### config.mk
export PLATFORM = sky130hd
export DESIGN_NAME = mono_bitmap_to_framebuffer_expander
export DESIGN_NICKNAME = d
export VERILOG_FILES = /design/src/hdl/mbfe_pkg.sv /design/src/hdl/mbfe_cfg_regs.sv /design/src/hdl/mbfe_front.sv /design/src/hdl/mbfe_back.sv /design/src/hdl/mono_bitmap_to_framebuffer_expander.sv
export SDC_FILE = /design/constraint.sdc
export NUM_CORES = 1
export LEC_CHECK = 0
export BUFFER_PORTS_ARGS = -buffer_cell sky130_fd_sc_hd__buf_2
export CAP_MARGIN = 10
export CORE_MARGIN = 1.5
export CORE_UTILIZATION = 45
export CTS_CLUSTER_DIAMETER = 60
export DETAILED_ROUTE_END_ITERATION = 16
export PLACE_DENSITY = 0.67
export SLEW_MARGIN = 20
export SYNTH_ARGS = -nofsm -noshare
export SYNTH_HDL_FRONTEND = slang
export SYNTH_HIERARCHICAL = 1
export SYNTH_SLANG_ARGS = --single-unit
### constraint.sdc
create_clock -name clk -period 11.05 [get_ports clk]
set_clock_uncertainty 0.2 [all_clocks]
set_input_delay 1.105 -clock clk [delete_from_list [all_inputs] [get_ports clk]]
set_output_delay 1.105 -clock clk [all_outputs]
set_load 0.05 [all_outputs]
### src/hdl/mbfe_pkg.sv
// Shared types, constants and register map of the monochrome bitmap expander.
`default_nettype none
package mbfe_pkg;

  localparam int SW_BITS  = 13;
  localparam int BPP_BITS = 4;
  localparam int LL_BITS  = 16;
  localparam int OFF_BITS = 32;
  localparam int PIX_BITS = 8;

  localparam int DEF_MAX_SCREEN_WIDTH = 4096;
  localparam int DEF_ROW_COUNT_BITS   = 16;

  localparam logic [SW_BITS-1:0]  SW_RESET  = 13'd512;
  localparam logic [BPP_BITS-1:0] BPP_RESET = 4'd4;
  localparam logic [LL_BITS-1:0]  LL_RESET  = 16'd2048;

  localparam int ADDR_BITS = 4;
  localparam int DATA_BITS = 32;

  localparam logic [1:0] REG_PIX_PER_ROW     = 2'd0;
  localparam logic [1:0] REG_BYTES_PER_PIXEL = 2'd1;
  localparam logic [1:0] REG_ROW_STRIDE      = 2'd2;

  localparam logic [2:0] PIX_LAST = 3'd7;

  localparam logic [7:0] INT_SET   = 8'd0;
  localparam logic [7:0] INT_CLEAR = 8'd255;

  localparam int Q_DEPTH    = 2;
  localparam int Q_PTR_BITS = $clog2(Q_DEPTH);
  localparam int Q_CNT_BITS = $clog2(Q_DEPTH + 1);

  typedef struct packed {
    logic [SW_BITS-1:0]  pix_per_row;
    logic [BPP_BITS-1:0] bytes_per_pixel;
    logic [LL_BITS-1:0]  row_stride;
  } cfg_t;

  typedef struct packed {
    logic [PIX_BITS-1:0] data_byte;
    logic                first_byte;
  } q_entry_t;

  typedef struct packed {
    logic     valid;
    q_entry_t entry;
  } q_head_t;

endpackage
`default_nettype wire

### src/hdl/mbfe_cfg_regs.sv
// Configuration register file behind the APB-style port.
`default_nettype none
module mbfe_cfg_regs (
  input  wire logic                           clk,
  input  wire logic                           rst_n,
  input  wire logic                           psel,
  input  wire logic                           penable,
  input  wire logic                           pwrite,
  input  wire logic [mbfe_pkg::ADDR_BITS-1:0] paddr,
  input  wire logic [mbfe_pkg::DATA_BITS-1:0] pwdata,
  output logic      [mbfe_pkg::DATA_BITS-1:0] prdata,
  output logic                                pready,
  output mbfe_pkg::cfg_t                      cfg
);
  import mbfe_pkg::*;

  cfg_t       cfg_r;
  cfg_t       cfg_nxt;
  logic       wr_en;
  logic [1:0] reg_idx;

  assign pready  = 1'b1;
  assign wr_en   = psel && penable && pwrite;
  assign reg_idx = paddr[3:2];
  assign cfg     = cfg_r;

  always_comb begin
    cfg_nxt = cfg_r;
    if (wr_en) begin
      unique case (reg_idx)
        REG_PIX_PER_ROW:     cfg_nxt.pix_per_row     = pwdata[SW_BITS-1:0];
        REG_BYTES_PER_PIXEL: cfg_nxt.bytes_per_pixel = pwdata[BPP_BITS-1:0];
        REG_ROW_STRIDE:      cfg_nxt.row_stride      = pwdata[LL_BITS-1:0];
        default:             cfg_nxt = cfg_r;
      endcase
    end
  end

  always_comb begin
    unique case (reg_idx)
      REG_PIX_PER_ROW:     prdata = DATA_BITS'(cfg_r.pix_per_row);
      REG_BYTES_PER_PIXEL: prdata = DATA_BITS'(cfg_r.bytes_per_pixel);
      REG_ROW_STRIDE:      prdata = DATA_BITS'(cfg_r.row_stride);
      default:             prdata = '0;
    endcase
  end

  always_ff @(posedge clk) begin
    if (!rst_n) begin
      cfg_r.pix_per_row     <= SW_RESET;
      cfg_r.bytes_per_pixel <= BPP_RESET;
      cfg_r.row_stride      <= LL_RESET;
    end else begin
      cfg_r <= cfg_nxt;
    end
  end

endmodule
`default_nettype wire

### src/hdl/mbfe_front.sv
// Input side: accepts bitmap bytes into a short queue toward the pixel engine.
`default_nettype none
module mbfe_front (
  input  wire logic                          clk,
  input  wire logic                          rst_n,
  input  wire logic                          in_valid,
  output logic                               in_ready,
  input  wire logic [mbfe_pkg::PIX_BITS-1:0] in_data_byte,
  input  wire logic                          in_first_byte,
  output mbfe_pkg::q_head_t                  q_head,
  input  wire logic                          q_pop
);
  import mbfe_pkg::*;

  q_entry_t                mem_r [Q_DEPTH];
  logic [Q_PTR_BITS-1:0]   wr_ptr_r;
  logic [Q_PTR_BITS-1:0]   wr_ptr_nxt;
  logic [Q_PTR_BITS-1:0]   rd_ptr_r;
  logic [Q_PTR_BITS-1:0]   rd_ptr_nxt;
  logic [Q_CNT_BITS-1:0]   count_r;
  logic [Q_CNT_BITS-1:0]   count_nxt;
  logic                    push;
  logic                    pop;

  assign in_ready           = (count_r != Q_CNT_BITS'(Q_DEPTH));
  assign push               = in_valid && in_ready;
  assign q_head.valid       = (count_r != '0);
  assign q_head.entry       = mem_r[rd_ptr_r];
  assign pop                = q_pop && q_head.valid;

  always_comb begin
    wr_ptr_nxt = push ? wr_ptr_r + Q_PTR_BITS'(1) : wr_ptr_r;
    rd_ptr_nxt = pop ? rd_ptr_r + Q_PTR_BITS'(1) : rd_ptr_r;
    count_nxt  = count_r;
    if (push && !pop) begin
      count_nxt = count_r + Q_CNT_BITS'(1);
    end else if (pop && !push) begin
      count_nxt = count_r - Q_CNT_BITS'(1);
    end
  end

  always_ff @(posedge clk) begin
    if (!rst_n) begin
      wr_ptr_r <= '0;
      rd_ptr_r <= '0;
      count_r  <= '0;
    end else begin
      wr_ptr_r <= wr_ptr_nxt;
      rd_ptr_r <= rd_ptr_nxt;
      count_r  <= count_nxt;
    end
  end

  always_ff @(posedge clk) begin
    if (push) begin
      mem_r[wr_ptr_r].data_byte  <= in_data_byte;
      mem_r[wr_ptr_r].first_byte <= in_first_byte;
    end
  end

endmodule
`default_nettype wire

### src/hdl/mbfe_back.sv
// Pixel engine: walks each byte into eight pixel writes and forms their offsets.
`default_nettype none
module mbfe_back #(
  parameter int MAX_SCREEN_WIDTH = mbfe_pkg::DEF_MAX_SCREEN_WIDTH,
  parameter int ROW_COUNT_BITS   = mbfe_pkg::DEF_ROW_COUNT_BITS
) (
  input  wire logic                          clk,
  input  wire logic                          rst_n,
  input  wire mbfe_pkg::cfg_t                cfg,
  input  wire mbfe_pkg::q_head_t             q_head,
  output logic                               q_pop,
  output logic                               out_valid,
  input  wire logic                          out_ready,
  output logic [mbfe_pkg::OFF_BITS-1:0]      out_byte_offset,
  output logic [mbfe_pkg::PIX_BITS-1:0]      out_intensity,
  output logic                               out_last_pixel
);
  import mbfe_pkg::*;

  localparam int COL_BITS = $clog2(MAX_SCREEN_WIDTH);
  localparam int WID_BITS = (COL_BITS + 1 > SW_BITS) ? COL_BITS + 1 : SW_BITS;
  localparam int CP_BITS  = COL_BITS + BPP_BITS;
  localparam int RP_BITS  = ROW_COUNT_BITS + LL_BITS;

  logic                      a_busy_r, a_busy_nxt;
  logic [PIX_BITS-1:0]       a_data_r, a_data_nxt;
  logic [2:0]                a_k_r, a_k_nxt;
  logic [COL_BITS-1:0]       col_r, col_nxt;
  logic [ROW_COUNT_BITS-1:0] row_r, row_nxt;

  logic                      b_valid_r, b_valid_nxt;
  logic [CP_BITS-1:0]        b_col_prod_r;
  logic [OFF_BITS-1:0]       b_row_prod_r;
  logic [PIX_BITS-1:0]       b_int_r;
  logic                      b_last_r;

  logic                      out_valid_r, out_valid_nxt;
  logic [OFF_BITS-1:0]       out_off_r;
  logic [PIX_BITS-1:0]       out_int_r;
  logic                      out_last_r;

  logic                      ready_c, ready_b, a_fire, a_done;
  logic [WID_BITS-1:0]       width_eff, sw_ext, col_inc;
  logic                      wrap;
  logic [CP_BITS-1:0]        col_prod;
  logic [RP_BITS-1:0]        row_prod;

  assign ready_c = !out_valid_r || out_ready;
  assign ready_b = !b_valid_r || ready_c;
  assign a_fire  = a_busy_r && ready_b;
  assign a_done  = a_fire && (a_k_r == PIX_LAST);
  assign q_pop   = q_head.valid && (!a_busy_r || a_done);

  assign sw_ext  = WID_BITS'(cfg.pix_per_row);
  assign col_inc = WID_BITS'(col_r) + WID_BITS'(1);
  assign wrap    = (col_inc >= width_eff);

  assign col_prod = CP_BITS'(col_r) * CP_BITS'(cfg.bytes_per_pixel);
  assign row_prod = RP_BITS'(row_r) * RP_BITS'(cfg.row_stride);

  always_comb begin
    if (sw_ext == '0) begin
      width_eff = WID_BITS'(1);
    end else if (sw_ext > WID_BITS'(MAX_SCREEN_WIDTH)) begin
      width_eff = WID_BITS'(MAX_SCREEN_WIDTH);
    end else begin
      width_eff = sw_ext;
    end
  end

  always_comb begin
    a_busy_nxt = a_busy_r;
    a_data_nxt = a_data_r;
    a_k_nxt    = a_k_r;
    col_nxt    = col_r;
    row_nxt    = row_r;
    if (a_fire) begin
      a_data_nxt = {a_data_r[PIX_BITS-2:0], 1'b0};
      a_k_nxt    = a_k_r + 3'd1;
      if (wrap) begin
        col_nxt = '0;
        if (row_r != '1) begin
          row_nxt = row_r + ROW_COUNT_BITS'(1);
        end
      end else begin
        col_nxt = col_inc[COL_BITS-1:0];
      end
      if (a_done) begin
        a_busy_nxt = 1'b0;
      end
    end
    if (q_pop) begin
      a_busy_nxt = 1'b1;
      a_data_nxt = q_head.entry.data_byte;
      a_k_nxt    = '0;
      if (q_head.entry.first_byte) begin
        col_nxt = '0;
        row_nxt = '0;
      end
    end
  end

  assign b_valid_nxt   = ready_b ? a_fire : b_valid_r;
  assign out_valid_nxt = ready_c ? b_valid_r : out_valid_r;

  always_ff @(posedge clk) begin
    if (!rst_n) begin
      a_busy_r    <= 1'b0;
      a_k_r       <= '0;
      col_r       <= '0;
      row_r       <= '0;
      b_valid_r   <= 1'b0;
      out_valid_r <= 1'b0;
    end else begin
      a_busy_r    <= a_busy_nxt;
      a_k_r       <= a_k_nxt;
      col_r       <= col_nxt;
      row_r       <= row_nxt;
      b_valid_r   <= b_valid_nxt;
      out_valid_r <= out_valid_nxt;
    end
  end

  always_ff @(posedge clk) begin
    a_data_r <= a_data_nxt;
    if (a_fire) begin
      b_col_prod_r <= col_prod;
      b_row_prod_r <= OFF_BITS'(row_prod);
      b_int_r      <= a_data_r[PIX_BITS-1] ? INT_SET : INT_CLEAR;
      b_last_r     <= (a_k_r == PIX_LAST);
    end
    if (ready_c && b_valid_r) begin
      out_off_r  <= OFF_BITS'(b_col_prod_r) + b_row_prod_r;
      out_int_r  <= b_int_r;
      out_last_r <= b_last_r;
    end
  end

  assign out_valid       = out_valid_r;
  assign out_byte_offset = out_off_r;
  assign out_intensity   = out_int_r;
  assign out_last_pixel  = out_last_r;

endmodule
`default_nettype wire

### src/hdl/mono_bitmap_to_framebuffer_expander.sv
// Top level of the monochrome bitmap to framebuffer pixel expander.
// The input channel (in_valid/in_ready) takes one bitmap byte per item, most
// significant bit leftmost, with in_first_byte marking the start of a buffer.
// Each byte leaves on the output channel (out_valid/out_ready) as eight pixel
// items carrying the framebuffer byte offset, the colour intensity and a flag
// on the eighth pixel. Screen width, bytes per pixel and line length are set
// through the APB-style port; the user must write them only while the block is
// idle, as the block itself does not enforce this. The first pixel of a byte
// passes through the queue, the pixel engine, the multiply stage and the output
// register; the engine gives one pixel per cycle while the output is not stalled.
// A two-entry queue holds bytes ahead of the pixel engine, and the offset
// pipeline has a multiply stage and an output register.
// When the receiver stalls, the output register holds its item, the pipeline
// fills, and once the queue is full in_ready drops.
// Reset clears the queue, the pipeline and the column and row counters, and
// returns the registers to their default values.
`default_nettype none
module mono_bitmap_to_framebuffer_expander #(
  parameter int MAX_SCREEN_WIDTH = mbfe_pkg::DEF_MAX_SCREEN_WIDTH,
  parameter int ROW_COUNT_BITS   = mbfe_pkg::DEF_ROW_COUNT_BITS
) (
  input  wire logic                           clk,
  input  wire logic                           rst_n,
  input  wire logic                           psel,
  input  wire logic                           penable,
  input  wire logic                           pwrite,
  input  wire logic [mbfe_pkg::ADDR_BITS-1:0] paddr,
  input  wire logic [mbfe_pkg::DATA_BITS-1:0] pwdata,
  output logic      [mbfe_pkg::DATA_BITS-1:0] prdata,
  output logic                                pready,
  input  wire logic                           in_valid,
  output logic                                in_ready,
  input  wire logic [mbfe_pkg::PIX_BITS-1:0]  in_data_byte,
  input  wire logic                           in_first_byte,
  output logic                                out_valid,
  input  wire logic                           out_ready,
  output logic      [mbfe_pkg::OFF_BITS-1:0]  out_byte_offset,
  output logic      [mbfe_pkg::PIX_BITS-1:0]  out_intensity,
  output logic                                out_last_pixel
);
  import mbfe_pkg::*;

  cfg_t    cfg;
  q_head_t q_head;
  logic    q_pop;

  mbfe_cfg_regs u_cfg_regs (
    .clk     (clk),
    .rst_n   (rst_n),
    .psel    (psel),
    .penable (penable),
    .pwrite  (pwrite),
    .paddr   (paddr),
    .pwdata  (pwdata),
    .prdata  (prdata),
    .pready  (pready),
    .cfg     (cfg)
  );

  mbfe_front u_front (
    .clk           (clk),
    .rst_n         (rst_n),
    .in_valid      (in_valid),
    .in_ready      (in_ready),
    .in_data_byte  (in_data_byte),
    .in_first_byte (in_first_byte),
    .q_head        (q_head),
    .q_pop         (q_pop)
  );

  mbfe_back #(
    .MAX_SCREEN_WIDTH (MAX_SCREEN_WIDTH),
    .ROW_COUNT_BITS   (ROW_COUNT_BITS)
  ) u_back (
    .clk             (clk),
    .rst_n           (rst_n),
    .cfg             (cfg),
    .q_head          (q_head),
    .q_pop           (q_pop),
    .out_valid       (out_valid),
    .out_ready       (out_ready),
    .out_byte_offset (out_byte_offset),
    .out_intensity   (out_intensity),
    .out_last_pixel  (out_last_pixel)
  );

endmodule
`default_nettype wire

==> metrics.md, run 1 <==
| Metric | Value |
|---|---|
| Outcome | complete, no violations |
| Synthesized area per cell | 9.50 um^2 |
| Overall power | 2.12 mW |
| Top FF cell, synth | edfxtp_1 |
| Worst-path maximum fanout | 18 |
| Routability cong. | 0.832 |
| Antenna Nets Post-Route | 0 |
| Logic pwr share | 27.7% |
| CP Class | register to register |
| DIE WIDTH | 207 um |
| Critical Path RT | 11.04 ns |
| Synth-to-Final Area Change | 6.43% |
| RSZ-0062 raised after global routing | no |
| Setup TNS Final | 0 ns |
| Num Clock Sinks | 182 |
| Longest Clk Path Bufs | 2 |
| Worst VDD drop | 103 uV |
| Sequential Power Share | 44.2% |
| Worst setup margin | 4.15 ns |
| Router iterations before antenna repair | 5 |
| Synth area leaders | fa_1 (23%), edfxtp_1 (18%), ha_1 (11%) |
| Critical path's most frequent cell | fa_1 |
| GRT overflow | 0 |
| Non-Filler Instances | 2525 |
| Commonest cells in the netlist | inv_1 (279), nand2_1 (276), fa_1 (215) |
| Core Region | 40900 um^2 |
| Top-area cell type share of the netlist area | 23.0% |
| Leakage power | 9.30 nW |
| Initial core utilization | 45.7% |
| Input/output buffers | 92 |
| Area of the die | 42800 um^2 |
| Clock power share | 28.1% |
| Switching Fraction | 35.3% |
| Root buf cell | clkbuf_16 |
| Worst-path clk slew | 0.08 ns |
| Post-Syn Area | 18700 um^2 |
| Crit path largest cell delay | 0.89 ns |
| CTS tree | done |
| Initial DRC Count | 1022 |
| H-tree depth | 4 |
| HP Class | register to register |
| Hold slack | 0.223 ns |
| Vias in the first global route | 13700 |
| Largest net degree at the start of global routing | 68 |
| Total Nets Final | 2405 |
| Layout cells sized above 1 | 8.18% |
| CTS resizes | 0 |
| Final hold vios | 0 |
| GR Util All Layers | 20.3% |
| Gate Count Post-Synth | 1970 |
| CP startpoint kind | register |
| Post-synth top area cell | fa_1 |
| Clock period minus worst slack | 6.90 ns |
| # setup viols final | 0 |
| Post-synth EDFFs | 110 |
| Most numerous cell in the Yosys netlist | inv_1 |
| Worst-path cell chain | nand2_1 > fa_1 > fa_1 > inv_1 > fa_1 > fa_1 > fa_1 > inv_1 > fa_1 > inv_1 > ha_1 > nand4_1 > nor2_1 > and4_1 > a221oi_4 > a21oi_1 > o21ai_1 > a311o_1 |
| Max Cap Violations | 0 |
| P per Cell Area | 106 nW/um^2 |
| Initial antenna violation count | 0 |
| Drt wl/cell | 16.3 um |
| Max-slew headroom | 32.9% |
| Post-synthesis register bit count | 182 |
| Slowest CP cell | dfxtp_1 |
| Net Sw Power | 0.749 mW |
| Cell internal pwr | 1.37 mW |
| Via/cell ratio | 5.29 |
| HPWL after detailed placement | 30.9 mm |
| DRT Wirelength | 41.2 mm |
| Top-level I/O count | 128 |
| Diodes inserted | 0 |
| First-pass GRT wire length | 68.5 mm |
| Netlist cell types | 73 |
| Die height | 207 um |
| CP arrival | 6.89 ns |
| Final Slew Violations | 0 |
| Synth Warn # | 6 |
| Highest Clock Rate | 0.145 GHz |
| Placed insts | 2493 |
| Tcrit/Tclk final | 62.4% |
| CTS buffer count | 17 |
| Post-CTS Hold Fix Bufs | 0 |
| Worst skew pair latency | 0.46 ns |
| Vias | 13400 |
| Postcts setup bufs | 0 |
| Async SR Flop Fraction | 0% |
| Row count | 74 |
| Post-route DRC | 0 |
| Slew @ Worst Pin | 1.01 ns |
| Worst setup EP type | register |
| DP Worst Slack | 4.12 ns |
| Register area share after synthesis | 25.3% |
## final timing paths
path / from / end / slack (ns) / cells past startpoint
worst max register to register: u_cfg_regs/cfg[7] / u_back/b_row_prod_r[25] / 4.15 / 18
worst min-delay path: u_back/b_last_r / u_back/out_last_pixel / 0.22 / 0
worst min register to register: u_back/b_last_r / u_back/out_last_pixel / 0.22 / 0
worst max-delay path: u_cfg_regs/cfg[7] / u_back/b_row_prod_r[25] / 4.15 / 18
## routing by layer
layer | track usage, % | vias up | share of wire [%]
li1 | - | 6411 | -
met3 | 3.12 | 46 | 5.8
met2 | 33.5 | 388 | 46
met4 | 4.70 | 0 | 1.3
met1 | 28.0 | 6508 | 47
met5 | 0 | - | 0
## cells by family (layout without fill, tap and decap cells)
kind of cell,count (synthesis),in the layout,synth area share (%)
multiplexers,61,61,3.37
other,2,17,0.0401
buffers and inverters,402,410,8.78
flip-flops,182,182,25.3
AO/OA/AOI/OAI,254,254,8.94
AND/OR/NAND/NOR,619,619,16.4
adder cells (fa/ha/maj),373,373,33.5
XOR/XNOR,77,77,3.60
## worst max-delay path, delay by kind of cell, from the launching register on
kind	cells	cell delay, ns
simple gates	4	0.95
flops	1	0.89
fa+ha+maj	7	3.50
compound gates	4	0.91
buf+inv	3	0.17
## power groups by stage
stage	clock network (mW)	registers (mW)	logic [mW]
6_report	0.595	0.936	0.587
5_1_grt	0.639	0.949	0.645
4_1_cts	0.612	0.938	0.592
3_5_place_dp	0	0.953	0.590
3_3_place_gp	0	0.949	0.576
2_1_floorplan	0	1.02	0.393
## metrics by stage
step | instance area, um^2 | util (%)
after detailed placement | 19400 | 47.3
after floorplan | 18800 | -
after global placement | 19400 | 47.3
after global routing | 19900 | 48.7
after CTS | 19900 | 48.7
final | 19900 | 48.7
## sequential cells by signal (all words and copies together) (netlist names), 8 cells and up, named ones only
| name | count |
|---|---|
| u_back/row_r | 16 |
| u_back/a_data_r | 8 |
| u_back/col_r | 12 |
| u_back/out_byte_offset | 32 |
| u_front/mem_r | 18 |
| u_back/b_col_prod_r | 16 |
| u_back/b_row_prod_r | 32 |
| u_cfg_regs/cfg | 33 |
## layout make-up
cell class,instances,area (um^2)
fillers,3792,21000
multi-input cells,1401,12400
flip-flops and latches,182,4740
inverters,280,1050
well taps,532,666
repair buffers,98,505
clock buffers,18,439
clock inverters,14,119
## layout by cell type, fill, tap and decap left out, types with 29 or more instances in the layout
master    netlist  final
nand2_1       276    276
mux2i_1        45     45
buf_2           9     92
xnor2_1        48     48
and2_1        143    143
nand3_1        41     41
a21oi_1        68     67
ha_1          158    158
nor2_1         40     40
fa_1          215    215
o21ai_0        37     37
inv_1         279    279
xor2_1         29     29
edfxtp_1      110    110
dfxtp_1        72     72
No activity file was read; power rests on OpenSTA's default activity.
==> run 2, diff against run 1 <==
--- a/config.mk
+++ b/config.mk
@@ -5,6 +5,7 @@
 export SDC_FILE = /design/constraint.sdc
 export NUM_CORES = 1
 export LEC_CHECK = 0
+export ABC_AREA = 1
 export BUFFER_PORTS_ARGS = -buffer_cell sky130_fd_sc_hd__buf_2
 export CAP_MARGIN = 10
 export CORE_MARGIN = 1.5
==> constraint.sdc (replaced) <==
create_clock -name clk -period 6.5 [get_ports clk]
set_clock_uncertainty 0.2 [all_clocks]
set_input_delay 0.65 -clock clk [delete_from_list [all_inputs] [get_ports clk]]
set_output_delay 0.65 -clock clk [all_outputs]
set_load 0.05 [all_outputs]
==> run 2 against run 1 <==
Clock power up 63%; die area increased by 5.1%; first-iteration DRC count fell by 12%; area after synthesis is 5.2% higher; global-route usage increased by 1.4 points; critical endpoint is now u_back/b_row_prod_r[24]; highest routed layer unchanged.
==> metrics.md, run 2 <==
| Metric | Value |
|---|---|
| RSZ-0062 raised after global routing | no (unchanged) |
| Setup TNS Final | 0 ns (unchanged) |
| Most numerous cell in the Yosys netlist | nand2_1 (was inv_1) |
| Synthesized area per cell | 8.01 um^2 (was 9.50 um^2) |
| Worst Hold Depth | 1 (was 0) |
| Diodes inserted | 0 (unchanged) |
| DIE WIDTH | 212 um (was 207 um) |
| Reg2reg setup slack | 0.47 ns (was 4.15 ns) |
| Flip-flop count of the largest register after layout | 33 (unchanged) |
| Hold slack | 0.183 ns (was 0.223 ns) |
| Leading cell types in the layout, fill and taps excluded | nand2_1 (633), inv_1 (515), fa_1 (215) (was inv_1 (279), nand2_1 (276), fa_1 (215)) |
| Vias in the first global route | 16000 (was 13700) |
| Top-area cell type share of the netlist area | 21.8% (was 23.0%) |
| HPWL after detailed placement | 37.3 mm (was 30.9 mm) |
| Worst-path cell chain | buf_4 > nand2_1 > fa_1 > fa_1 > inv_1 > fa_1 > inv_1 > fa_1 > fa_1 > fa_1 > inv_1 > ha_1 > nand2_1 > o21ai_0 > inv_1 > o21ai_0 > nand3_1 > nand3_1 > nand2_1 > inv_1 > nor2_1 (was nand2_1 > fa_1 > fa_1 > inv_1 > fa_1 > fa_1 > fa_1 > inv_1 > fa_1 > inv_1 > ha_1 > nand4_1 > nor2_1 > and4_1 > a221oi_4 > a21oi_1 > o21ai_1 > a311o_1) |
| Longest Clk Path Bufs | 2 (unchanged) |
| DRT Wirelength | 45.8 mm (was 41.2 mm) |
| Initial DRC Count | 896 (was 1022) |
| Worst VDD drop | 152 uV (was 103 uV) |
| CP arrival | 6.05 ns (was 6.89 ns) |
| Synth-to-Final Area Change | 7.00% (was 6.43%) |
| Antenna Nets Post-Route | 0 (unchanged) |
| Via/cell ratio | 4.97 (was 5.29) |
| Leakage power | 11.2 nW (was 9.30 nW) |
| WL met3 | 2.40 mm (was 2.39 mm) |
| Slew @ Worst Pin | 1.10 ns (was 1.01 ns) |
| Sequential Power Share | 38.2% (was 44.2%) |
| Final Slew Violations | 0 (unchanged) |
| Clock period minus worst slack | 6.03 ns (was 6.90 ns) |
| P per Cell Area | 223 nW/um^2 (was 106 nW/um^2) |
| Post-CTS Hold Fix Bufs | 0 (unchanged) |
| Post-synth EDFFs | 110 (unchanged) |
| Netlist cell types | 48 (was 73) |
| Reg2Reg Capture Point | u_back/b_row_prod_r[24] (was u_back/b_row_prod_r[25]) |
| Input/output buffers | 92 (unchanged) |
| Levels on crit path | 21 (was 18) |
| Total Nets Final | 2926 (was 2405) |
| Initial antenna violation count | 0 (unchanged) |
| Top-level I/O count | 128 (unchanged) |
| Outcome | complete, no violations (unchanged) |
| Most common cell after layout, fill and taps aside | nand2_1 (was inv_1) |
| Logic pwr share | 41.1% (was 27.7%) |
| Vias | 15400 (was 13400) |
| GR Util All Layers | 21.6% (was 20.3%) |
| Max-slew headroom | 26.7% (was 32.9%) |
| CTS resizes | 0 (unchanged) |
| Register area share after synthesis | 24.1% (was 25.3%) |
| Area of the die | 45000 um^2 (was 42800 um^2) |
| Critical Path RT | 6.51 ns (was 11.04 ns) |
| Postcts setup bufs | 0 (unchanged) |
| Root buf cell | clkbuf_16 (unchanged) |
| Synth area leaders | fa_1 (22%), edfxtp_1 (17%), nand2_1 (12%) (was fa_1 (23%), edfxtp_1 (18%), ha_1 (11%)) |
| Worst-path maximum fanout | 12 (was 18) |
| Switching Fraction | 42.5% (was 35.3%) |
| Critical path's most frequent cell | fa_1 (unchanged) |
| R2r worst-path depth | 21 (was 18) |
| Max Cap Violations | 0 (unchanged) |
| Commonest cells in the netlist | nand2_1 (633), inv_1 (516), fa_1 (215) (was inv_1 (279), nand2_1 (276), fa_1 (215)) |
| Clock power share | 20.6% (was 28.1%) |
| Worst r2r src | u_back/row_r[7] (was u_cfg_regs/cfg[7]) |
| H-tree depth | 4 (unchanged) |
| Largest net degree at the start of global routing | 53 (was 68) |
| Bufs and invs on worst path | 6 (was 3) |
| Post-synth top area cell | fa_1 (unchanged) |
| Worst skew pair latency | 0.45 ns (was 0.46 ns) |
| Cell internal pwr | 2.69 mW (was 1.37 mW) |
| Row count | 76 (was 74) |
| First-pass GRT wire length | 77.5 mm (was 68.5 mm) |
| Final hold vios | 0 (unchanged) |
| Multi-input gate area | 12300 um^2 (was 12400 um^2) |
| Tcrit/Tclk final | 92.8% (was 62.4%) |
| Layout fillers | 4266 (was 3792) |
| Crit path largest cell delay | 0.76 ns (was 0.89 ns) |
| HP Class | input port to register (was register to register) |
| Met2 wire length | 21.9 mm (was 19.1 mm) |
| Gate Count Post-Synth | 2458 (was 1970) |
| Initial core utilization | 45.6% (was 45.7%) |
| Top FF cell, synth | edfxtp_1 (unchanged) |
| GRT overflow | 0 (unchanged) |
| Worst setup EP type | register (unchanged) |
| Worst-path clk slew | 0.07 ns (was 0.08 ns) |
| Routability cong. | 0.869 (was 0.832) |
| Sequential Area | 4740 um^2 (unchanged) |
| Slowest CP cell | dfxtp_1 (unchanged) |
| CTS tree | done (unchanged) |
| Net Sw Power | 2.00 mW (was 0.749 mW) |
| Hold path startpoint | in_data_byte[2] (was u_back/b_last_r) |
| CP startpoint kind | register (unchanged) |
| Post-route DRC | 0 (unchanged) |
| CP Class | register to register (unchanged) |
| Layout cells sized above 1 | 9.23% (was 8.18%) |
| Die height | 212 um (was 207 um) |
| # setup viols final | 0 (unchanged) |
| Synth Warn # | 6 (unchanged) |
| Num Clock Sinks | 182 (unchanged) |
| Crit path max-delay family | adder cells (unchanged) |
| Core Region | 43200 um^2 (was 40900 um^2) |
| Drt wl/cell | 14.8 um (was 16.3 um) |
| CTS buffer count | 17 (unchanged) |
| DR top layer | met4 (unchanged) |
| Router iterations before antenna repair | 5 (unchanged) |
| Highest Clock Rate | 0.166 GHz (was 0.145 GHz) |
| Async SR Flop Fraction | 0% (unchanged) |
| Post-Syn Area | 19700 um^2 (was 18700 um^2) |
| Worst Hold End | u_front/mem_r[0][3] (was u_back/out_last_pixel) |
| Post-Route M1 WL | 20.6 mm (was 19.2 mm) |
| Post-synthesis register bit count | 182 (unchanged) |
run 2: cell types whose count changed after synthesis, moves of 45 or more:
cell and delta:
nor2_1 +130, and2_1 -143, mux2i_1 -45, nand2_1 +357
nand3_1 +47, inv_1 +237
run 2: cells by family (layout without fill, tap and decap cells):
kind of cell | Yosys count | after routing | share of synthesized area [%]
AO/OA/AOI/OAI | 190 | 190 | 5.49
other | 2 | 17 | 0.0381
XOR/XNOR | 75 | 75 | 3.37
AND/OR/NAND/NOR | 981 | 981 | 21.0
buffers and inverters | 646 | 686 | 13.6
adder cells (fa/ha/maj) | 373 | 373 | 31.9
multiplexers | 9 | 9 | 0.514
flip-flops | 182 | 182 | 24.1
run 2: metal layers:
metal	global-route usage, %	vias up
met2	37.3	439
met1	28.4	7374
li1	-	7509
met3	3.06	66
met5	0	-
met4	6.14	0
run 2: power by group through the flow:
stage,clock (mW),combinational (mW),sequential [mW]
after floorplan,0,1.40,1.85
after detailed placement,0,1.92,1.82
after global routing,1.03,2.16,1.82
after global placement,0,1.87,1.81
after CTS,0.986,1.93,1.79
final,0.968,1.93,1.79
run 2: cell type report:
type                       instances  share of cell area, %
tap                              585                   3.47
timing repair buffer             130                   3.54
multi-input combinational       1645                   58.6
clock buffer                      19                   2.05
sequential                       182                   22.5
clock inverter                    12                  0.499
inverter                         525                   9.35
run 2: worst reg2reg max path, cell delays in order, from the launching register on:
cell and delay [ns]:
dfxtp_1 0.76, buf_4 0.30, nand2_1 0.08, fa_1 0.48, fa_1 0.49, inv_1 0.05, fa_1 0.50, inv_1 0.06
fa_1 0.49, fa_1 0.43, fa_1 0.52, inv_1 0.04, ha_1 0.37, nand2_1 0.13, o21ai_0 0.36, inv_1 0.08
o21ai_0 0.09, nand3_1 0.10, nand3_1 0.12, nand2_1 0.06, inv_1 0.05, nor2_1 0.04
run 2: how the worst max path moves through the flow:
stage / from / end
after global routing: u_cfg_regs/cfg[4] / u_back/b_row_prod_r[28]
final: u_back/row_r[7] / u_back/b_row_prod_r[24]
after floorplan: u_back/row_r[12] / u_back/b_row_prod_r[24]
after global placement: u_cfg_regs/cfg[8] / u_back/b_row_prod_r[28]
after CTS: u_back/row_r[7] / u_back/b_row_prod_r[24]
after detailed placement: u_back/row_r[7] / u_back/b_row_prod_r[24]
run 2: metrics by stage:
stage	area, um^2	instances	setup slack, ns	power (mW)	utilization (%)
after floorplan	19800	2473	0.824	3.25	-
after global placement	20500	3067	0.572	3.68	47.6
after detailed placement	20500	3067	0.453	3.74	47.6
after CTS	21100	3098	0.487	4.71	48.8
after global routing	21100	3098	0.0958	5.02	48.8
final	21100	3098	0.467	4.69	48.8
